### src/rtl/dct_pkg.sv
`default_nettype none

package dct_pkg;

  typedef struct packed {
    logic [7:0] base_char;
    logic       is_last;
  } in_item_t;

  typedef struct packed {
    logic       amino_valid;
    logic [7:0] amino_char;
    logic       seq_end;
  } out_item_t;

  // Result of one step of the codon unit, plus a status flag for checking.
  typedef struct packed {
    logic      emit;
    logic      at_start;
    out_item_t item;
  } step_res_t;

  typedef enum logic [2:0] {
    PH_B1 = 3'b001,
    PH_B2 = 3'b010,
    PH_B3 = 3'b100
  } phase_e;

  // RNA base codes
  localparam logic [2:0] RNA_U   = 3'd0;
  localparam logic [2:0] RNA_C   = 3'd1;
  localparam logic [2:0] RNA_A   = 3'd2;
  localparam logic [2:0] RNA_G   = 3'd3;
  localparam logic [2:0] RNA_BAD = 3'd4;

  localparam logic [7:0] CHAR_UNKNOWN = "-";
  localparam logic [7:0] CHAR_NONE    = 8'h00;

  // Codon index 16*b1 + 4*b2 + b3 of the stop codons
  localparam logic [5:0] IDX_UAA = 6'd10;
  localparam logic [5:0] IDX_UAG = 6'd11;
  localparam logic [5:0] IDX_UGA = 6'd14;

  localparam logic [7:0] AMINO_TAB [64] = '{
    "F","F","L","L", "S","S","S","S", "Y","Y","-","-", "C","C","-","W",
    "L","L","L","L", "P","P","P","P", "H","H","Q","Q", "R","R","R","R",
    "I","I","I","M", "T","T","T","T", "N","N","K","K", "S","S","R","R",
    "V","V","V","V", "A","A","A","A", "D","D","E","E", "G","G","G","G"
  };

  // Template strand base to RNA code of its complement
  function automatic logic [2:0] rna_code(input logic [7:0] ch);
    logic [2:0] code;
    case (ch)
      "A":     code = RNA_U;
      "G":     code = RNA_C;
      "T":     code = RNA_A;
      "C":     code = RNA_G;
      default: code = RNA_BAD;
    endcase
    return code;
  endfunction

endpackage

`default_nettype wire

### src/rtl/dna_codon_translator_top.sv
`default_nettype none
// Input register, then codon table lookup, then result register.
// Throughput: one base per cycle unless the output stalls.
// A stalled output holds the result register and backs up into the input register.
// Reset (rst_ni low, asynchronous): pipeline empty, codon phase at first base,
// held bases cleared.

module dna_codon_translator_top (
  input  wire logic               clk_i,
  input  wire logic               rst_ni,
  input  wire logic               in_valid_i,
  output logic                    in_stall_o,
  input  wire dct_pkg::in_item_t  in_item_i,
  output logic                    out_valid_o,
  input  wire logic               out_stall_i,
  output dct_pkg::out_item_t      out_item_o
);
  import dct_pkg::*;

  logic      s1_valid_q;
  in_item_t  s1_item_q;
  logic      out_valid_q;
  out_item_t out_item_q;
  step_res_t res;
  logic      out_load_ok;
  logic      s1_drain;
  logic      in_take;

  assign out_load_ok = !out_valid_q || !out_stall_i;
  assign s1_drain    = s1_valid_q && (!res.emit || out_load_ok);
  assign in_stall_o  = s1_valid_q && !s1_drain;
  assign in_take     = in_valid_i && !in_stall_o;

  dct_codon_unit u_codon (
    .clk_i  (clk_i),
    .rst_ni (rst_ni),
    .step_i (s1_drain),
    .item_i (s1_item_q),
    .res_o  (res)
  );

  always_ff @(posedge clk_i or negedge rst_ni) begin
    if (!rst_ni) begin
      s1_valid_q  <= 1'b0;
      out_valid_q <= 1'b0;
    end else begin
      if (in_take || s1_drain) begin
        s1_valid_q <= in_take;
      end
      if (out_load_ok) begin
        out_valid_q <= s1_drain && res.emit;
      end
    end
  end

  always_ff @(posedge clk_i) begin
    if (in_take) begin
      s1_item_q <= in_item_i;
    end
    if (out_load_ok && s1_drain && res.emit) begin
      out_item_q <= res.item;
    end
  end

  assign out_valid_o = out_valid_q;
  assign out_item_o  = out_item_q;

  // after the final base the codon unit starts afresh
  a_last_restarts : assert property (@(posedge clk_i) disable iff (!rst_ni)
    s1_drain && s1_item_q.is_last |=> res.at_start)
    else $error("codon phase not cleared after final base");

  // a final base always leaves a result behind
  a_last_emits : assert property (@(posedge clk_i) disable iff (!rst_ni)
    s1_drain && s1_item_q.is_last |=> out_valid_q && out_item_q.seq_end)
    else $error("final base gave no end-of-sequence transaction");

  // no residue means an empty character, a residue never is empty
  a_char_code : assert property (@(posedge clk_i) disable iff (!rst_ni)
    out_valid_q |-> (out_item_q.amino_valid == (out_item_q.amino_char != CHAR_NONE)))
    else $error("amino character inconsistent with amino_valid");

  // the input register only stalls when the result register is blocked
  a_stall_cause : assert property (@(posedge clk_i) disable iff (!rst_ni)
    in_stall_o |-> out_valid_q && out_stall_i)
    else $error("input stalled without output back-pressure");

endmodule

`default_nettype wire

### src/rtl/dct_codon_unit.sv
`default_nettype none

module dct_codon_unit (
  input  wire logic               clk_i,
  input  wire logic               rst_ni,
  input  wire logic               step_i,
  input  wire dct_pkg::in_item_t  item_i,
  output dct_pkg::step_res_t      res_o
);
  import dct_pkg::*;

  phase_e     phase_q, phase_d;
  logic [2:0] first_q, first_d;
  logic [2:0] second_q, second_d;
  logic [2:0] code;
  logic [5:0] idx;
  logic       bad;
  logic       stop;

  assign code = rna_code(item_i.base_char);
  assign idx  = {first_q[1:0], second_q[1:0], code[1:0]};
  assign bad  = first_q[2] | second_q[2] | code[2];
  assign stop = (idx == IDX_UAA) || (idx == IDX_UAG) || (idx == IDX_UGA);

  always_comb begin
    phase_d       = phase_q;
    first_d       = first_q;
    second_d      = second_q;
    res_o.emit    = 1'b0;
    res_o.at_start = (phase_q == PH_B1);
    res_o.item    = '{amino_valid: 1'b0, amino_char: CHAR_NONE, seq_end: item_i.is_last};
    case (phase_q)
      PH_B1: begin
        first_d = code;
        phase_d = PH_B2;
      end
      PH_B2: begin
        second_d = code;
        phase_d  = PH_B3;
      end
      default: begin
        // codon complete
        res_o.emit = 1'b1;
        if (bad) begin
          res_o.item.amino_valid = 1'b1;
          res_o.item.amino_char  = CHAR_UNKNOWN;
        end else if (!stop) begin
          res_o.item.amino_valid = 1'b1;
          res_o.item.amino_char  = AMINO_TAB[idx];
        end
        phase_d  = PH_B1;
        first_d  = RNA_U;
        second_d = RNA_U;
      end
    endcase
    if (item_i.is_last) begin
      // partial codon dropped, but the end still shows as a transaction
      res_o.emit = 1'b1;
      phase_d    = PH_B1;
      first_d    = RNA_U;
      second_d   = RNA_U;
    end
  end

  always_ff @(posedge clk_i or negedge rst_ni) begin
    if (!rst_ni) begin
      phase_q  <= PH_B1;
      first_q  <= RNA_U;
      second_q <= RNA_U;
    end else if (step_i) begin
      phase_q  <= phase_d;
      first_q  <= first_d;
      second_q <= second_d;
    end
  end

endmodule

`default_nettype wire
### config.mk
export PLATFORM = sky130hd
export DESIGN_NAME = dna_codon_translator_top
export DESIGN_NICKNAME = d
export VERILOG_FILES = /design/src/rtl/dct_pkg.sv /design/src/rtl/dna_codon_translator_top.sv /design/src/rtl/dct_codon_unit.sv
export SDC_FILE = /design/constraint.sdc
export NUM_CORES = 1
export LEC_CHECK = 0
export BUFFER_PORTS_ARGS = -buffer_cell sky130_fd_sc_hd__buf_4
export CAP_MARGIN = 20
export CELL_PAD_IN_SITES_DETAIL_PLACEMENT = 1
export CELL_PAD_IN_SITES_GLOBAL_PLACEMENT = 1
export CORE_MARGIN = 2
export CORE_UTILIZATION = 34
export CTS_CLUSTER_SIZE = 10
export DETAILED_ROUTE_END_ITERATION = 6
export PLACE_DENSITY_LB_ADDON = 0.25
export SYNTH_ARGS = -nofsm -noshare
export SYNTH_HDL_FRONTEND = slang
export SYNTH_SLANG_ARGS = --single-unit
### constraint.sdc
create_clock -name clk_i -period 4.23 [get_ports clk_i]
set_input_delay 0.846 -clock clk_i [delete_from_list [all_inputs] [get_ports clk_i]]
set_output_delay 0.846 -clock clk_i [all_outputs]
set_load 0.01 [all_outputs]
==> reports/metrics.csv, run 1 <==
metric,value,unit
outcome,"complete, no violations",
post-CTS setup buffer count,0,
post-synthesis cell count,157,
synth warn,0,
final setup TNS,0,ps
Netlist cell types,48,
sequential fraction of the synthesis area,0.500,
Synth Area in Adders,0.0536,
Diodes inserted,0,
CTS tree,built,
Hold Buf Count CTS,0,
Yosys reg bits,29,
antenna violations before repair,0,
Global Route Usage Sum,0.153,
Placement Cell Area,0.00184,mm²
Worst IR Drop VDD,0.264,mV
r2r endpoint,out_item_o[3]$_SDFFCE_PN0P_,
fin crit share,0.679,
Placed Cells incl. Taps,227,
asr flop ratio synth,0.379,
critical path type,flip-flop to flip-flop,
minimum clock period,2870,ps
gpl congestion,0.920,
fraction of layout cells with a size suffix above 1,0.215,
arrival time at the worst endpoint,2870,ps
clock slew at reported path FFs,60,ps
"Top FF cell, synth",edfxtp_1,
Post-DP HPWL,2910,µm
final instance area,0.00194,mm²
Fmax achieved,0.348,GHz
Post-synth EDFFs,18,
# resized after CTS,0,
top-area cell type share of the netlist area,0.331,
1st-pass router iterations,4,
R2R setup slack,1360,ps
Critical Path Sink Type,flip-flop,
vias per cell,5.43,
fin cells,235,
CTS max path bufs,2,
die area,0.00538,mm²
Routed WL per cell,15.9,µm
MaxCap Viol Count,0,
Worst slew margin,0.611,
Static Leak,0.769,nW
"Remaining Overflow, GRT",0,
Finished Core Util,0.413,
core area,0.00469,mm²
vias in the first global route,1324,
Post-Synth XOR/XNOR Area,0.00536,
Final ANT Viol Nets,0,
Max Clock Skew,4.77,ps
synthesis-to-finish area growth,18.6,%
"Max FO, Critical Path",9,
power per cell area,491,mW/mm²
cts bufs inserted,5,
clk sinks,29,
width of the die,73.4,µm
CP Launch Type,flip-flop,
r2r startpoint,s1_item_q[6]$_DFFE_PP_,
post-synthesis simple-gate area fraction,0.200,
Synthesized Nets,177,
Final Hold Vio Count,0,
FP Rows,25,
leading area contributor after synthesis,edfxtp_1,
post-synthesis mux area share,0.00612,
Avg Inst Size Synth,10.4,µm²
Pins Over Slew Limit,0,
first-pass GRT wire length,6200,µm
required time worst endpoint,4230,ps
Final Setup Violations,0,
RSZ-0062 raised after global routing,no,
top post-synthesis cells by area,"edfxtp_1 (33%), dfrtp_1 (15%), ha_1 (5.4%), nand2_1 (4.1%), o31ai_1 (3.2%)",
initial core utilization,0.349,
reg2reg path depth,9,
IO buf count,23,
Root Driver,clkbuf_8,
residual DRC count,0,
number of I/O pins,25,
htree depth,2,
initial DRC count,70,
largest net degree at the start of global routing,19,
Synth Area in Compound Gates,0.187,
routed vias,1277,
Final nets,200,
largest family of logic cells by synthesized area,simple AND/OR/NAND/NOR gates,
Worst Hold Class,input pin to asynchronous set/reset pin,
Synth Cell Area,0.00164,mm²
Tightest Pin Transition,583,ps
Routed WL,3740,µm
clk_lat worst skew,280,ps
Vert. Die Dim,73.4,µm
-- power by group --
part,switching (W),total [W],internal [W],leakage [nW]
sequential,0.0000447,0.000446,0.000401,0.318
clock,0.0000989,0.000246,0.000147,0.0542
combinational,0.000150,0.000261,0.000111,0.397
total,0.000294,0.000953,0.000659,0.769
-- state kept, by name (all words and copies together), names as in the netlist --
register / count
out_item_o: 9
u_codon.phase_q: 3
out_valid_o: 1
s1_item_q: 9
u_codon.first_q: 3
u_codon.second_q: 3
s1_valid_q: 1
-- layout by cell type (no fill, tap or decap), types with 2 or more instances in the layout --
cell       Yosys  final
nor3_2         2      2
ha_1           7      7
a21oi_1        6      6
buf_4          1     23
a211oi_1       2      2
inv_1          9      9
and2_1         3      3
o2111ai_1      2      2
dfrtp_1       10     10
nand2b_1       4      4
nand3b_1       3      3
clkbuf_8       0      7
o31ai_1        7      7
nand2_1       18     18
nor3_1         4      4
nor2b_1        2      2
nand3_1        4      4
o21ai_1        5      5
nor2_1        13     13
edfxtp_1      18     18
a21o_1         2      2
a31oi_1        3      3
o21ai_0        2      2
-- Yosys cell counts (3+ instances only) --
library cell / count
dfrtp_1: 10
and2_1: 3
clkbuf_1: 5
nor3_1: 4
nand3_1: 4
o31ai_1: 7
edfxtp_1: 18
nand2_1: 18
o21ai_1: 5
ha_1: 7
nor2_1: 13
nand2b_1: 4
a31oi_1: 3
a21oi_1: 6
nand3b_1: 3
inv_1: 9
-- area by class of cell --
| cell class | count | area [µm²] |
|---|---|---|
| fill | 540 | 2750 |
| sequential | 29 | 817 |
| multi-input combinational | 111 | 743 |
| timing repair buffer | 23 | 173 |
| clock buffer | 7 | 96.3 |
| tap | 54 | 67.6 |
| inverter | 10 | 37.5 |
| clock inverter | 1 | 5.00 |
-- critical path, cell delays in order, from the launching register on --
cell	delay [ps]
edfxtp_1	380
or4b_1	740
a21oi_4	290
inv_2	120
ha_1	240
and2_1	180
o31ai_1	250
a21oi_1	110
a41oi_1	170
a31oi_1	110
-- how the worst max path moves through the flow --
stage,start,end,slack [ps]
2_1_floorplan,s1_item_q[3]$_DFFE_PP_,out_item_o[3]$_SDFFCE_PN0P_,1770
3_3_place_gp,s1_item_q[4]$_DFFE_PP_,out_item_o[3]$_SDFFCE_PN0P_,1570
3_5_place_dp,s1_item_q[4]$_DFFE_PP_,out_item_o[3]$_SDFFCE_PN0P_,1380
4_1_cts,s1_item_q[6]$_DFFE_PP_,out_item_o[3]$_SDFFCE_PN0P_,1350
5_1_grt,s1_item_q[6]$_DFFE_PP_,out_item_o[3]$_SDFFCE_PN0P_,1140
6_report,s1_item_q[6]$_DFFE_PP_,out_item_o[3]$_SDFFCE_PN0P_,1360
-- routing by layer --
layer  track usage  up-vias  wire length, µm
li1              -      620                -
met1         0.183      620             1640
met2         0.252       31             1910
met3        0.0521        6              141
met4        0.0606        0               38
met5             0        -                0
-- kinds of logic after synthesis --
kind of cell	count (synthesis)
mux	1
buf+inv	17
compound gates	41
fa+ha+maj	7
simple gates	60
flops	29
other cells	1
xor+xnor	1
-- through the flow --
step / setup slack, ps / power, W / hold WS [ps]
floorplan: 1770 / 0.000601 / 458
global placement: 1570 / 0.000705 / 469
detailed placement: 1380 / 0.000719 / 477
CTS: 1350 / 0.000968 / 383
global route: 1140 / 0.00101 / 381
finish: 1360 / 0.000953 / 388
(Power assumes the default switching activity.)
==> inputs of run 2 (changes only) <==
- clock period: 4.23 -> 2.4 ns (I/O delays scaled with it)
==> run 2 against run 1 <==
  * The flow now finishes with violations (negative setup slack)
  * Core utilization grew 1.7 points
  * Sequential share of layout area shrank 1.7 points
  * Cell area grew 4.2%
  * Sequential power grew 75%
  * Global-route usage shrank 0.38 points
  * Critical endpoint is now out_item_o[1]$_SDFFCE_PN0P_
  * Largest power group unchanged
==> reports/metrics.csv, run 2 (synthesis results as in run 1) <==
metric,value,unit,change
CTS tree,built,,unchanged
vias in the first global route,1329,,was 1324
CTS max path bufs,2,,unchanged
residual DRC count,0,,unchanged
Worst IR Drop VDD,0.481,mV,was 0.264 mV
"Remaining Overflow, GRT",0,,unchanged
initial core utilization,0.349,,unchanged
Final nets,208,,was 200
Tightest Pin Transition,588,ps,was 583 ps
fin crit share,1.00,,was 0.679
synthesis-to-finish area growth,23.6,%,was 18.6%
power per cell area,802,mW/mm²,was 491 mW/mm²
Finished Core Util,0.431,,was 0.413
CP Launch Type,flip-flop,,unchanged
"Max FO, Critical Path",4,,was 9
cts bufs inserted,5,,unchanged
MaxCap Viol Count,0,,unchanged
first-pass GRT wire length,6130,µm,was 6200 µm
RSZ-0062 raised after global routing,yes,,was no
Hold Buf Count CTS,0,,unchanged
routed vias,1290,,was 1277
core area,0.00469,mm²,unchanged
Max Clock Skew,6.12,ps,was 4.77 ps
failing checks,negative setup slack,,
Pins Over Slew Limit,0,,unchanged
number of I/O pins,25,,unchanged
sequential cell area,817,µm²,unchanged
fraction of layout cells with a size suffix above 1,0.275,,was 0.215
htree depth,2,,unchanged
Post-DP HPWL,2860,µm,was 2910 µm
Diodes inserted,0,,unchanged
Routed WL per cell,14.9,µm,was 15.9 µm
Worst slew margin,0.604,,was 0.611
required time worst endpoint,2510,ps,was 4230 ps
Vert. Die Dim,73.4,µm,unchanged
die area,0.00538,mm²,unchanged
Global Route Usage Sum,0.149,,was 0.153
hold_ws,31.3,ps,was 388 ps
minimum clock period,2410,ps,was 2870 ps
worst setup margin,-5.55,ps,was 1360 ps
1st-pass router iterations,4,,unchanged
Fmax achieved,0.416,GHz,was 0.348 GHz
Tot Pwr,0.00162,W,was 0.000953 W
Final ANT Viol Nets,0,,unchanged
Placed Cells incl. Taps,233,,was 227
critical path type,flip-flop to flip-flop,,unchanged
arrival time at the worst endpoint,2520,ps,was 2870 ps
clock slew at reported path FFs,60,ps,about the same
Static Leak,0.802,nW,was 0.769 nW
initial DRC count,69,,was 70
gpl congestion,0.903,,was 0.920
Critical Path Sink Type,flip-flop,,unchanged
final instance area,0.00202,mm²,was 0.00194 mm²
FP Rows,25,,unchanged
Worst Hold Class,input pin to asynchronous set/reset pin,,unchanged
Final Setup Violations,1,,was 0
antenna violations before repair,0,,unchanged
IO buf count,23,,unchanged
"most common cell after layout, fill and taps aside",buf_4,,unchanged
Routed WL,3630,µm,was 3740 µm
Root Driver,clkbuf_8,,unchanged
Placement Cell Area,0.00189,mm²,was 0.00184 mm²
outcome,finished with violations,,"was complete, no violations"
clk sinks,29,,unchanged
vias per cell,5.31,,was 5.43
"commonest cells after routing, fill and taps aside","buf_4 (31), nand2_1 (18), edfxtp_1 (18)",,"was buf_4 (23), nand2_1 (18), edfxtp_1 (18)"
Final Hold Vio Count,0,,unchanged
footprint of the multi-input gates,786,µm²,was 743 µm²
largest net degree at the start of global routing,17,,was 19
clk_lat worst skew,270,ps,was 280 ps
width of the die,73.4,µm,unchanged
fin cells,243,,was 235
# fillers,545,,was 540
run 2: cell types whose count changed in the layout (fill, tap and decap cells not counted), sizes merged:
cell | previous run | this run
clkbuf | 7 | 8
clkinv | 1 | 0
buf | 23 | 31
run 2: final timing paths:
kind	startpoint	cells after the start	slack (ps)	end
min	rst_ni	1	30	u_codon.phase_q[2]$_DFFE_PN0P_
max in group asynchronous	rst_ni	1	2140	u_codon.phase_q[0]$_DFFE_PN1P_
max reg2reg	s1_item_q[3]$_DFFE_PP_	8	-6	out_item_o[1]$_SDFFCE_PN0P_
min in group clk_i	in_item_i[4]	1	380	s1_item_q[4]$_DFFE_PP_
min reg2reg	u_codon.phase_q[0]$_DFFE_PN1P_	2	490	u_codon.phase_q[0]$_DFFE_PN1P_
max	s1_item_q[3]$_DFFE_PP_	8	-6	out_item_o[1]$_SDFFCE_PN0P_
run 2: area by class of cell:
| type | instances | share of cell area |
|---|---|---|
| well taps | 54 | 0.0334 |
| flip-flops and latches | 29 | 0.404 |
| clock buffers | 8 | 0.0396 |
| inverters | 10 | 0.0186 |
| repair buffers | 31 | 0.115 |
| multi-input cells | 111 | 0.389 |
run 2: repair_timing:
| item | CTS | global route |
|---|---|---|
| gates resized for setup | 2 | 5 |
| pin swaps | 1 | 6 |
| cloned | 0 | 0 |
| buffers inserted | 1 | 1 |
| setup endpoints to repair | 2 | 3 |
| endpoints found under the hold margin | 0 | 0 |
run 2: worst max-delay path, stage by stage, from the launching register on:
cell and delay [ps]:
edfxtp_1 380, or4bb_4 570, a21oi_4 180, buf_4 150
ha_1 230, o21bai_1 170, a21oi_1 100, a211o_1 310
a21oi_1 160
run 2: metal layers:
metal  share of wire  global-route usage  up-vias
li1                -                   -      633
met1            0.45               0.180      627
met2            0.50               0.263       28
met3           0.042              0.0439        2
met4          0.0036              0.0303        0
met5               0                   0        -
run 2: metrics by stage:
step / worst slack [ps] / setup TNS [ps]
3_3_place_gp: 55.6 / 0
6_report: -5.55 / -5.55
4_1_cts: 14.6 / 0
2_1_floorplan: 15.0 / 0
5_1_grt: -107 / -208
3_5_place_dp: -11.3 / -11.3
run 2: power breakdown:
group	switching (W)	total, W	internal [W]
clock	0.000159	0.000364	0.000205
sequential	0.0000732	0.000781	0.000708
combinational	0.000270	0.000476	0.000206
total	0.000502	0.00162	0.00112
